`config.mk`:
```
export PLATFORM = sky130hd
export DESIGN_NAME = point_slot_store_nearest_farthest_unit
export DESIGN_NICKNAME = d
export VERILOG_FILES = /design/src/sv/pssnf_pkg.sv /design/src/sv/pssnf_mem.sv /design/src/sv/pssnf_dist.sv /design/src/sv/point_slot_store_nearest_farthest_unit.sv
export SDC_FILE = /design/constraint.sdc
export NUM_CORES = 2
export LEC_CHECK = 0
export BUFFER_PORTS_ARGS = -buffer_cell sky130_fd_sc_hd__clkbuf_2
export CAP_MARGIN = 15
export CORE_AREA = 2 2 539 327
export DETAILED_ROUTE_END_ITERATION = 12
export DIE_AREA = 0 0 541 329
export PLACE_DENSITY_LB_ADDON = 0.2
export SYNTH_ARGS = -nofsm -noshare
export SYNTH_HDL_FRONTEND = slang
export SYNTH_HIERARCHICAL = 1
export SYNTH_SLANG_ARGS = --single-unit
```
`constraint.sdc`:
```
create_clock -name clock -period 16.1 [get_ports clock]
set_clock_uncertainty 0.2 [all_clocks]
set_input_delay 3.22 -clock clock [delete_from_list [all_inputs] [get_ports clock]]
set_output_delay 3.22 -clock clock [all_outputs]
set_load 0.02 [all_outputs]
```
`src/sv/pssnf_pkg.sv`:
```
// Package with shared types and codes for the point slot store.
`timescale 1ns / 1ps
package pssnf_pkg;

   typedef enum logic [3:0] {
      OP_PUSH_TOP    = 4'd0,
      OP_POP_TOP     = 4'd1,
      OP_PUSH_BOTTOM = 4'd2,
      OP_POP_BOTTOM  = 4'd3,
      OP_COUNT       = 4'd4,
      OP_CLEAR       = 4'd5,
      OP_FARTHEST    = 4'd6,
      OP_NEAREST     = 4'd7,
      OP_SORT        = 4'd8
   } op_type;

   typedef enum logic [1:0] {
      ST_OK    = 2'd0,
      ST_FULL  = 2'd1,
      ST_EMPTY = 2'd2
   } status_type;

   typedef enum logic [3:0] {
      S_IDLE,
      S_DIST,
      S_SCAN,
      S_SCAN_WAIT,
      S_SHIFT_RD,
      S_SHIFT_WR,
      S_WRITE,
      S_FETCH,
      S_FETCH_WAIT,
      S_SORT_RD,
      S_SORT_WR,
      S_SORT_EMIT,
      S_EMIT_WAIT
   } state_type;

   // One stored entry: point and its squared distance.
   typedef struct packed {
      logic signed [15:0] x;
      logic signed [15:0] y;
      logic signed [15:0] z;
      logic [31:0]        dist_sq;
   } entry_type;

endpackage

```
`src/sv/pssnf_mem.sv`:
```
// Synchronous slot memory with one write port and one registered read port.
`timescale 1ns / 1ps
module pssnf_mem #(
   parameter int DEPTH = 16,
   parameter int AW    = 4
) (
   input  logic                 clock,
   input  logic                 wr_en,
   input  logic [AW-1:0]        wr_addr,
   input  pssnf_pkg::entry_type wr_data,
   input  logic [AW-1:0]        rd_addr,
   output pssnf_pkg::entry_type rd_data
);
   import pssnf_pkg::*;

   entry_type mem [DEPTH];
   entry_type rd_data_ff;

   always_ff @(posedge clock) begin
      if (wr_en) begin
         mem[wr_addr] <= wr_data;
      end
      rd_data_ff <= mem[rd_addr];
   end

   assign rd_data = rd_data_ff;
endmodule

```
`src/sv/pssnf_dist.sv`:
```
// Squared distance unit: squares registered, then summed combinationally.
`timescale 1ns / 1ps
module pssnf_dist (
   input  logic               clock,
   input  logic signed [15:0] x,
   input  logic signed [15:0] y,
   input  logic signed [15:0] z,
   output logic [31:0]        dist_sq
);
   logic [31:0] sq_x_ff, sq_y_ff, sq_z_ff;

   always_ff @(posedge clock) begin
      sq_x_ff <= 32'(x * x);
      sq_y_ff <= 32'(y * y);
      sq_z_ff <= 32'(z * z);
   end

   assign dist_sq = sq_x_ff + sq_y_ff + sq_z_ff;
endmodule

```
`src/sv/point_slot_store_nearest_farthest_unit.sv`:
```
// Top level of the point slot store with nearest, farthest and sort queries.
//
//   channel | ports                                   | handshake
//   --------+-----------------------------------------+-----------------------
//   request | req_op, req_coord_x/y/z                 | start high, busy low
//   result  | rsp_out_x/y/z, rsp_out_dist_sq, ...     | rsp_valid, one cycle
//
// One item at a time. Count, clear, unknown codes, refused pushes and queries
// on an empty store answer straight from idle; a top push computes the
// squared distance and writes the entry, and a pop fetches its entry. A bottom
// push first moves each entry below the lowest hole up by one slot, with a read
// and a write per entry. Farthest and nearest read every slot, then fetch the
// winner. A sort runs one pass per stored point: pass j scans slots j and up,
// reads the winner, rotates it down to slot j and writes it there.
// The controller issues one memory access per step, so accesses to one entry
// never overlap. Reset clears occupancy, count and state at once; entries are
// undefined until written, and the contents of free slots never reach a result.
// The result receiver cannot stall; busy stays high until the last result of
// an item has been shown.
`timescale 1ns / 1ps
module point_slot_store_nearest_farthest_unit #(
   parameter int CAPACITY = 16
) (
   input  logic               clock,
   input  logic               reset,
   input  logic               start,
   output logic               busy,
   input  logic [3:0]         req_op,
   input  logic signed [15:0] req_coord_x,
   input  logic signed [15:0] req_coord_y,
   input  logic signed [15:0] req_coord_z,
   output logic               rsp_valid,
   output logic signed [15:0] rsp_out_x,
   output logic signed [15:0] rsp_out_y,
   output logic signed [15:0] rsp_out_z,
   output logic [31:0]        rsp_out_dist_sq,
   output logic [4:0]         rsp_stored_points,
   output logic [1:0]         rsp_status,
   output logic               rsp_last
);
   import pssnf_pkg::*;

   localparam int AW = $clog2(CAPACITY);
   localparam int CW = $clog2(CAPACITY + 1);

   state_type         state_ff, state_in;
   logic [3:0]        op_ff, op_in;
   entry_type         pt_ff, pt_in;
   logic [CAPACITY-1:0] used_ff, used_in;
   logic [CW-1:0]     count_ff, count_in;
   // Scan pointer and best match for the query and sort passes.
   logic [AW-1:0]     scan_ff, scan_in;
   logic [AW-1:0]     best_ff, best_in;
   logic              best_ok_ff, best_ok_in;
   logic [31:0]       best_d_ff, best_d_in;
   // Target slot for pushes, pops and the moving entry of a shift.
   logic [AW-1:0]     slot_ff, slot_in;
   logic [CW-1:0]     out_n_ff, out_n_in;
   // Size of the sorted prefix; it is also the floor of a shift.
   logic [CW-1:0]     sorted_ff, sorted_in;

   logic              rsp_valid_ff, rsp_valid_in;
   entry_type         rsp_pt_ff, rsp_pt_in;
   logic [1:0]        rsp_status_ff, rsp_status_in;
   logic              rsp_last_ff, rsp_last_in;

   logic              mem_we;
   logic [AW-1:0]     mem_wa, mem_ra;
   entry_type         mem_wd, mem_rd;
   logic [31:0]       new_dist;

   pssnf_mem #(.DEPTH(CAPACITY), .AW(AW)) u_mem (
      .clock  (clock),
      .wr_en  (mem_we),
      .wr_addr(mem_wa),
      .wr_data(mem_wd),
      .rd_addr(mem_ra),
      .rd_data(mem_rd)
   );

   pssnf_dist u_dist (
      .clock  (clock),
      .x      (pt_ff.x),
      .y      (pt_ff.y),
      .z      (pt_ff.z),
      .dist_sq(new_dist)
   );

   // Priority encoders over the occupancy bits.
   logic [AW-1:0] low_used, high_used, low_free;
   logic          any_used, any_free;
   logic [CW-1:0] top_idx;

   always_comb begin
      low_used  = '0;
      high_used = '0;
      low_free  = '0;
      any_used  = 1'b0;
      any_free  = 1'b0;
      for (int i = CAPACITY - 1; i >= 0; i--) begin
         if (used_ff[i]) begin
            low_used = AW'(i);
            any_used = 1'b1;
         end
         if (!used_ff[i]) begin
            low_free = AW'(i);
            any_free = 1'b1;
         end
      end
      for (int i = 0; i < CAPACITY; i++) begin
         if (used_ff[i]) begin
            high_used = AW'(i);
         end
      end
      top_idx = any_used ? CW'(high_used) + CW'(1) : '0;
   end

   always_ff @(posedge clock) begin
      if (reset) begin
         state_ff     <= S_IDLE;
         used_ff      <= '0;
         count_ff     <= '0;
         rsp_valid_ff <= 1'b0;
      end else begin
         state_ff     <= state_in;
         used_ff      <= used_in;
         count_ff     <= count_in;
         rsp_valid_ff <= rsp_valid_in;
      end
      op_ff         <= op_in;
      pt_ff         <= pt_in;
      scan_ff       <= scan_in;
      best_ff       <= best_in;
      best_ok_ff    <= best_ok_in;
      best_d_ff     <= best_d_in;
      slot_ff       <= slot_in;
      out_n_ff      <= out_n_in;
      sorted_ff     <= sorted_in;
      rsp_pt_ff     <= rsp_pt_in;
      rsp_status_ff <= rsp_status_in;
      rsp_last_ff   <= rsp_last_in;
   end

   always_comb begin
      state_in      = state_ff;
      op_in         = op_ff;
      pt_in         = pt_ff;
      used_in       = used_ff;
      count_in      = count_ff;
      scan_in       = scan_ff;
      best_in       = best_ff;
      best_ok_in    = best_ok_ff;
      best_d_in     = best_d_ff;
      slot_in       = slot_ff;
      out_n_in      = out_n_ff;
      sorted_in     = sorted_ff;
      rsp_valid_in  = 1'b0;
      rsp_pt_in     = rsp_pt_ff;
      rsp_status_in = rsp_status_ff;
      rsp_last_in   = rsp_last_ff;
      mem_we        = 1'b0;
      mem_wa        = slot_ff;
      mem_wd        = pt_ff;
      mem_ra        = slot_ff;

      case (state_ff)
         S_IDLE: begin
            if (start) begin
               op_in    = req_op;
               pt_in.x  = req_coord_x;
               pt_in.y  = req_coord_y;
               pt_in.z  = req_coord_z;
               sorted_in     = '0;
               rsp_pt_in     = '0;
               rsp_status_in = ST_OK;
               rsp_last_in   = 1'b1;
               case (req_op)
                  OP_PUSH_TOP, OP_PUSH_BOTTOM: begin
                     if (count_ff >= CW'(CAPACITY) || !any_free) begin
                        rsp_status_in = ST_FULL;
                        rsp_valid_in  = 1'b1;
                        state_in      = S_EMIT_WAIT;
                     end else if (req_op == OP_PUSH_TOP &&
                                  top_idx < CW'(CAPACITY)) begin
                        slot_in  = top_idx[AW-1:0];
                        state_in = S_DIST;
                     end else if (req_op == OP_PUSH_TOP) begin
                        slot_in  = low_free;
                        state_in = S_DIST;
                     end else begin
                        // Move entries below the lowest hole up by one.
                        slot_in  = low_free;
                        state_in = (low_free == '0) ? S_DIST : S_SHIFT_RD;
                     end
                  end
                  OP_POP_TOP, OP_POP_BOTTOM: begin
                     if (!any_used) begin
                        rsp_status_in = ST_EMPTY;
                        rsp_valid_in  = 1'b1;
                        state_in      = S_EMIT_WAIT;
                     end else begin
                        slot_in  = (req_op == OP_POP_TOP) ? high_used : low_used;
                        used_in[(req_op == OP_POP_TOP) ? high_used : low_used] = 1'b0;
                        count_in = count_ff - CW'(1);
                        state_in = S_FETCH;
                     end
                  end
                  OP_CLEAR: begin
                     used_in      = '0;
                     count_in     = '0;
                     rsp_valid_in = 1'b1;
                     state_in     = S_EMIT_WAIT;
                  end
                  OP_FARTHEST, OP_NEAREST, OP_SORT: begin
                     if (!any_used) begin
                        rsp_status_in = ST_EMPTY;
                        rsp_valid_in  = 1'b1;
                        state_in      = S_EMIT_WAIT;
                     end else begin
                        scan_in    = '0;
                        best_ok_in = 1'b0;
                        out_n_in   = count_ff;
                        state_in   = S_SCAN;
                     end
                  end
                  default: begin
                     rsp_valid_in = 1'b1;
                     state_in     = S_EMIT_WAIT;
                  end
               endcase
            end
         end
         S_SHIFT_RD: begin
            mem_ra   = slot_ff - AW'(1);
            state_in = S_SHIFT_WR;
         end
         S_SHIFT_WR: begin
            // The entry and its occupancy bit move up by one slot. The shift
            // stops once the slot just above the floor has been written.
            mem_we = 1'b1;
            mem_wa = slot_ff;
            mem_wd = mem_rd;
            used_in[slot_ff] = used_ff[slot_ff - AW'(1)];
            slot_in = slot_ff - AW'(1);
            if (slot_ff == sorted_ff[AW-1:0] + AW'(1)) begin
               state_in = (op_ff == OP_SORT) ? S_SORT_EMIT : S_DIST;
            end else begin
               state_in = S_SHIFT_RD;
            end
         end
         S_DIST: begin
            // Squares are registered this cycle; the sum is ready next.
            state_in = S_WRITE;
         end
         S_WRITE: begin
            mem_we        = 1'b1;
            mem_wd        = pt_ff;
            mem_wd.dist_sq = new_dist;
            used_in[slot_ff] = 1'b1;
            count_in      = count_ff + CW'(1);
            rsp_pt_in     = mem_wd;
            rsp_valid_in  = 1'b1;
            state_in      = S_EMIT_WAIT;
         end
         S_FETCH: begin
            mem_ra   = slot_ff;
            state_in = S_FETCH_WAIT;
         end
         S_FETCH_WAIT: begin
            rsp_pt_in    = mem_rd;
            rsp_valid_in = 1'b1;
            state_in     = S_EMIT_WAIT;
         end
         S_SCAN: begin
            mem_ra   = scan_ff;
            state_in = S_SCAN_WAIT;
         end
         S_SCAN_WAIT: begin
            // Compare the entry read at the current scan address.
            if (used_ff[scan_ff]) begin
               if (!best_ok_ff ||
                   (op_ff == OP_FARTHEST ? mem_rd.dist_sq > best_d_ff
                                         : mem_rd.dist_sq < best_d_ff)) begin
                  best_ok_in = 1'b1;
                  best_in    = scan_ff;
                  best_d_in  = mem_rd.dist_sq;
               end
            end
            if (scan_ff == AW'(CAPACITY - 1)) begin
               slot_in  = best_in;
               if (op_ff == OP_SORT) begin
                  state_in = S_SORT_RD;
               end else begin
                  state_in = S_FETCH;
               end
            end else begin
               scan_in  = scan_ff + AW'(1);
               state_in = S_SCAN;
            end
         end
         S_SORT_RD: begin
            // Read the winner of this pass.
            mem_ra   = best_ff;
            state_in = S_SORT_WR;
         end
         S_SORT_WR: begin
            // Hold the winner while the entries between the sorted prefix and
            // its old slot move up by one, which keeps their order for ties.
            pt_in   = mem_rd;
            slot_in = best_ff;
            if (best_ff == sorted_ff[AW-1:0]) begin
               state_in = S_SORT_EMIT;
            end else begin
               state_in = S_SHIFT_RD;
            end
         end
         S_SORT_EMIT: begin
            // The winner closes the sorted prefix and is shown as a result.
            mem_we = 1'b1;
            mem_wa = sorted_ff[AW-1:0];
            mem_wd = pt_ff;
            used_in[sorted_ff[AW-1:0]] = 1'b1;
            rsp_pt_in    = pt_ff;
            rsp_valid_in = 1'b1;
            rsp_last_in  = (sorted_ff + CW'(1) == out_n_ff);
            sorted_in    = sorted_ff + CW'(1);
            if (sorted_ff + CW'(1) == out_n_ff) begin
               state_in = S_EMIT_WAIT;
            end else begin
               state_in   = S_SCAN;
               scan_in    = AW'(sorted_ff + CW'(1));
               best_ok_in = 1'b0;
            end
         end
         S_EMIT_WAIT: begin
            state_in = S_IDLE;
         end
         default: state_in = S_IDLE;
      endcase
   end

   assign busy              = (state_ff != S_IDLE);
   assign rsp_valid         = rsp_valid_ff;
   assign rsp_out_x         = rsp_pt_ff.x;
   assign rsp_out_y         = rsp_pt_ff.y;
   assign rsp_out_z         = rsp_pt_ff.z;
   assign rsp_out_dist_sq   = rsp_pt_ff.dist_sq;
   assign rsp_stored_points = 5'((op_ff == OP_SORT && rsp_status_ff == ST_OK)
                                 ? out_n_ff : count_ff);
   assign rsp_status        = rsp_status_ff;
   assign rsp_last          = rsp_last_ff;
endmodule

```
; ---- Yosys cells after proc, flatten, opt, wreduce, memory -nomap -nowiden
; Memories as Yosys holds them, arrays and structs flattened. A register that Yosys moved wholly into a read port is not among the register bits.
; Index checks and enable logic that the tools add are counted.
[totals]
regBits = 344
ram_bits = 1280
inputBits = 55
out_inout_bits = 90
word_cells = 290
mem_count = 1
[classes]
n_addsub = 9
multipliers = 3
n_lt_le_gt_ge = 12
eq_ne = 36
n_mux = 161
bitwise_logic = 4
n_reduce_logical = 39
[memory_table]
columns = name, depth, word_bits, rd, rd_clocked_by_memory_dff, write_ports, line
row1 = u_mem.mem, 16, 80, 1, 1, 1, pssnf_mem.sv:16  ; entry_type mem [DEPTH];
[ops]
columns = op, n
row1 = case mux 80 bit (4 select lines), 1
row2 = 2-to-1 mux 4 bit, 70
row3 = case mux 80 bit (2 select lines), 1
row4 = multiplier 16 x 16 -> 32 bit, 3
row5 = case mux 48 bit (2 select lines), 1
row6 = 2-to-1 mux 80 bit, 1
row7 = adder 32 bit, 2
row8 = case mux 16 bit (4 select lines), 1
row9 = 2-to-1 mux 1 bit, 53
row10 = 2-to-1 mux 48 bit, 1
row11 = case mux 4 bit (11 select lines), 1
row12 = case mux 4 bit (3 select lines), 3
row13 = "equality test 4 x 3 -> 1 bit, second input constant", 8
row14 = > comparator 32 bit, 1
row15 = less-than comparator 32 bit, 1
row16 = 2-to-1 mux 16 bit, 2
row17 = OR 16 bit, 2
row18 = case mux 16 bit (2 select lines), 1
row19 = case mux 5 bit (2 select lines), 3
row20 = "equality test 4 bit, second input constant", 7
row21 = "less-than comparator 4 x 5 -> 1 bit, second input constant", 5
row22 = 2-to-1 mux 5 bit, 5
row23 = AND 16 bit, 1
row24 = bitwise mux 16 bit, 1
row25 = 42 further kinds, 89

; ---- Depth between registers and ports, before layout
[logic_depth]
depth_word = 27
ltp_mapped = 26
mapped_depth_nobuf = 25

; ---- By module
; Netlist, hierarchy kept.
[modules_own_cells]
columns = module, instances, cells_per_inst, area_per_inst_um2, seq_area_each_um2
row1 = pssnf_mem, 1, 2054, 49422.4, 40038.4
row2 = pssnf_dist, 1, 3272, 30625.6, 1861.8
row3 = point_slot_store_nearest_farthest_unit, 1, 1430, 14422.6, 7186.9

; ---- Least setup slack after synthesis
; No wires, ideal clock.
[synth_timing]
kind = reg-to-reg
start = register state_ff[3]
end = memory u_mem/mem[0][0] (netlist bit) (enable)
setup_time_ps = 616
t_arrival_ps = 7700
required_ps = 15284
slack_ps = 7583
stages_incl_launch_ff = 11
path_buffers = 4
period_less_slack_ps = 8517
path_cell_list = dfxtp_1 > clkbuf_1 > nor2b_1 > nand3_1 > clkbuf_1 > clkbuf_1 > buf_1 > nand2_1 > nand2_1 > or3b_2 > nor3_1
[synth_rtl]
columns = element, line
row1 = start: declaration, point_slot_store_nearest_farthest_unit.sv:46  ; state_type state_ff, state_in;
row2 = start signal: assignment, point_slot_store_nearest_farthest_unit.sv:125  ; state_ff <= state_in;
row3 = equality test 4 bit, point_slot_store_nearest_farthest_unit.sv:166  ; case (state_ff)
row4 = 2-to-1 mux 4 bit, point_slot_store_nearest_farthest_unit.sv:166
row5 = via mem_wa[2], point_slot_store_nearest_farthest_unit.sv:68  ; logic [AW-1:0] mem_wa, mem_ra;
row6 = end: declaration, pssnf_mem.sv:16
; The timed path passes the listed nets, and every way through them passes these cells.

; ---- Final worst setup path
[layout_timing]
start = register pt_ff[47] (netlist bit)
end = register u_dist.sq_z_ff[31]
[layout_via]
elab_chain_len = 1
[layout_lines]
columns = element, line
row1 = start: declaration, point_slot_store_nearest_farthest_unit.sv:48  ; entry_type pt_ff, pt_in;
row2 = start signal: assignment, point_slot_store_nearest_farthest_unit.sv:131  ; pt_ff <= pt_in;
row3 = multiplier 16 x 16 -> 32 bit, pssnf_dist.sv:15  ; sq_z_ff <= 32'(z * z);
row4 = end signal: assignment, pssnf_dist.sv:15
row5 = end: declaration, pssnf_dist.sv:10  ; logic [31:0] sq_x_ff, sq_y_ff, sq_z_ff;
; No other way between the ends.
; A chain may end at the register's enable or synchronous reset.

==> run metrics <==
area leader, netlist edfxtp_1; Synth Cell Area 94500 µm²; IO buf count 144; Clock transition at path regs 70 ps; Die H 329 µm; Post-DP HPWL 162000 µm; Placed Cells 8999; Cell variety after synth 104; Hold Path Class register to register; Worst Path Arrival 8280 ps; Startpoint Class register; Synth warnings 6; TritonCTS clock tree built; element type at the critical path end register; worst reg-to-reg path cell count 20; CP max FO 20; root buffer cell clkbuf_16; EDFF count, synth 1502; Final Cycle Share 48.4%; status finished, final reports clean; Slew headroom 21.0%; GPL Wtd Cong 0.920; layout cells sized above 1 13.9%; Hold Path Sink best_d_ff[25]$_DFFE_PP_; minimum clock period 7800 ps; setup TNS 0 ps; Longest Clk Path Bufs 4; Hold Path Depth 0; register area 49100 µm²; H-tree depth 4; required time worst endpoint 16590 ps; post-CTS sizing 0; via count 56400; setup violators final 0; Die X-Extent 541 µm; Core Util, Final 59.4%; global-route wire length before repair 366000 µm; cell count after synthesis 6756; Rows 119; crit path kind register to register; reg-to-reg endpoint u_dist/sq_z_ff[31]$_DFF_P_; RSZ-0062 raised after global routing no; GRT Util Overall 27.8%; CTS buffer count 165; hold_buf cts 0; worst-skew pair later-pin latency 840 ps; routed length per instance 26.3 µm; Synth area leaders edfxtp_1, fa_1, mux4_2; die area 178000 µm²; commonest register cell after synthesis edfxtp_1; Post-Place Setup Slack 8500 ps; setup ws final 8300 ps; area grow syn2layout 9.15%; max cap viols 0; initial antenna violation count 11; gr ovfl total 0; Worst Min Path Start u_mem/rd_data[25]$_DFF_P_; Async SR Flop Fraction 0%; # clock sinks 1701; Core ar. 174000 µm²; register area share after synthesis 52.0%; DR iter-0 viols 6672; num ports 145; worst slew pin tran 1180 ps; Mean Syn Cell Area 14.0 µm²; vias per inst 6.06; R2R Path Start pt_ff[47]$_DFFE_PP_; Non-Filler Instances 9300; Residual DRC 0; # nets final 7986; Pins Over Slew Limit 0; Synth top area share 47.7%; Post-CTS Setup Inserts 0; Post-DRT Antenna Nets 0; Pre-Repair DR Iteration Count 6; FILL cells 13400; Total Wirelength 244000 µm; initial core utilization 54.4%; largest net degree at the start of global routing 115; flop-to-flop setup slack 8300 ps; area of the multi-input gates 40300 µm²; Yosys reg bits 1701; vias in the first global route 56700; Peak Freq 0.128 GHz; Final Hold Vio Count 0
[how the worst max path moves through the flow]
stage,startpoint,end,slack (ps),cells after the start
5_1_grt,pt_ff[47]$_DFFE_PP_,u_dist/sq_z_ff[31]$_DFF_P_,7950,20
3_3_place_gp,pt_ff[47]$_DFFE_PP_,u_dist/sq_z_ff[31]$_DFF_P_,8640,20
3_5_place_dp,pt_ff[47]$_DFFE_PP_,u_dist/sq_z_ff[31]$_DFF_P_,8500,20
6_report,pt_ff[47]$_DFFE_PP_,u_dist/sq_z_ff[31]$_DFF_P_,8300,20
2_1_floorplan,state_ff[3]$_SDFFE_PP0N_,u_mem/mem[0][0]$_DFFE_PP_,7580,10
4_1_cts,pt_ff[47]$_DFFE_PP_,u_dist/sq_z_ff[31]$_DFF_P_,8420,20
[critical path, stage by stage, from the launching register on]
cell	delay (ps)
edfxtp_1	850
inv_1	530
nor2_1	360
fa_1	610
fa_1	940
fa_1	540
fa_1	510
fa_1	500
inv_1	50
fa_1	480
inv_1	40
ha_1	340
a21oi_1	160
o21bai_1	90
a21oi_1	240
o21ai_1	100
a31oi_1	270
nor3_1	120
a2111o_1	420
a21oi_2	150
xnor2_1	130
[sequential cells by signal, indices dropped and copies added (netlist names), 16 cells and up]
signal / flops
u_dist/sq_z_ff: 31
rsp_out_x: 16
u_mem/rd_data: 80
rsp_out_dist_sq: 32
u_dist/sq_x_ff: 31
u_dist/sq_y_ff: 31
u_mem/mem: 1280
pt_ff: 80
rsp_out_y: 16
rsp_out_z: 16
used_ff: 16
best_d_ff: 32
[cell families (layout without fill, tap and decap cells)]
kind of cell	Yosys count	in the layout	synth area share, %
other	1	6	0.00397
AOI/OAI and AO/OA	857	857	6.50
and+or+nand+nor	1194	1194	5.78
xor gates and xnor gates	179	179	1.66
DFF	1701	1701	52.0
muxes	396	396	8.63
adders and majority gates	1061	1061	19.9
buffers and inverters	1367	1607	5.61
[metal layers]
layer | track usage [%] | vias to the layer above | share of wire, % | wire [µm]
met5 | 0 | - | 0.0053 | 13
met4 | 5.59 | 2 | 1.8 | 4310
met3 | 6.67 | 314 | 11 | 27600
met2 | 40.6 | 2862 | 43 | 106000
met1 | 42.9 | 29200 | 44 | 107000
li1 | - | 24000 | - | -
[final cells by class]
cell class              count  area share [%]
repair buffers            241            1.43
flip-flops and latches   1701            47.6
well taps                2299            2.79
clock inverters            87           0.847
diodes                      3         0.00728
multi-input cells        3690            39.1
inverters                1071            3.90
clock buffers             208            4.31
[cells in the mapped netlist, drive strengths merged (36+ instances only)]
library cell  count
mux2             58
edfxtp         1502
nand3            52
buf              86
fa              731
mux4            329
and2            157
xor2             51
xnor2           128
a21o             55
nor2            193
a22oi           193
nand2           594
a21oi           189
ha              330
a22o             49
clkbuf          210
o21ai            95
dfxtp           199
nand2b           39
inv            1070
nor3             36
[layout by cell type, fill, tap and decap left out, types with 17 or more instances in the layout]
cell type,synthesis,routed
a21o_1,55,55
a21oi_1,178,178
a221o_1,20,20
a222oi_1,25,25
a22o_1,49,49
a22oi_1,193,193
a31oi_1,29,29
and2_1,156,155
and3_1,20,18
buf_4,4,94
clkbuf_1,210,30
clkbuf_16,0,167
clkbuf_2,0,145
clkinv_2,0,33
dfxtp_1,199,199
edfxtp_1,1502,1502
fa_1,731,731
ha_1,330,330
inv_1,1070,1070
mux2_2,58,58
mux4_2,329,329
nand2_1,594,593
nand2b_1,38,38
nand3_1,52,51
nand4_1,22,22
nor2_1,193,176
nor2_4,0,17
nor2b_1,26,24
nor3_1,35,30
o211ai_1,20,20
o21ai_0,72,71
o21ai_1,20,20
o21bai_1,20,20
o22ai_1,19,18
xnor2_1,128,128
xor2_1,51,51
[stage by stage]
| step | hold WS [ps] | cell area, µm² |
|---|---|---|
| 2_1_floorplan | 209 | 94500 |
| 3_3_place_gp | 310 | 97800 |
| 3_5_place_dp | 309 | 97800 |
| 4_1_cts | 301 | 103000 |
| 5_1_grt | 316 | 103000 |
| 6_report | 322 | 103000 |
Power is left out: the tool's default activity adds up to more than one toggle a clock period on the data nets, which glitch-free logic cannot reach.
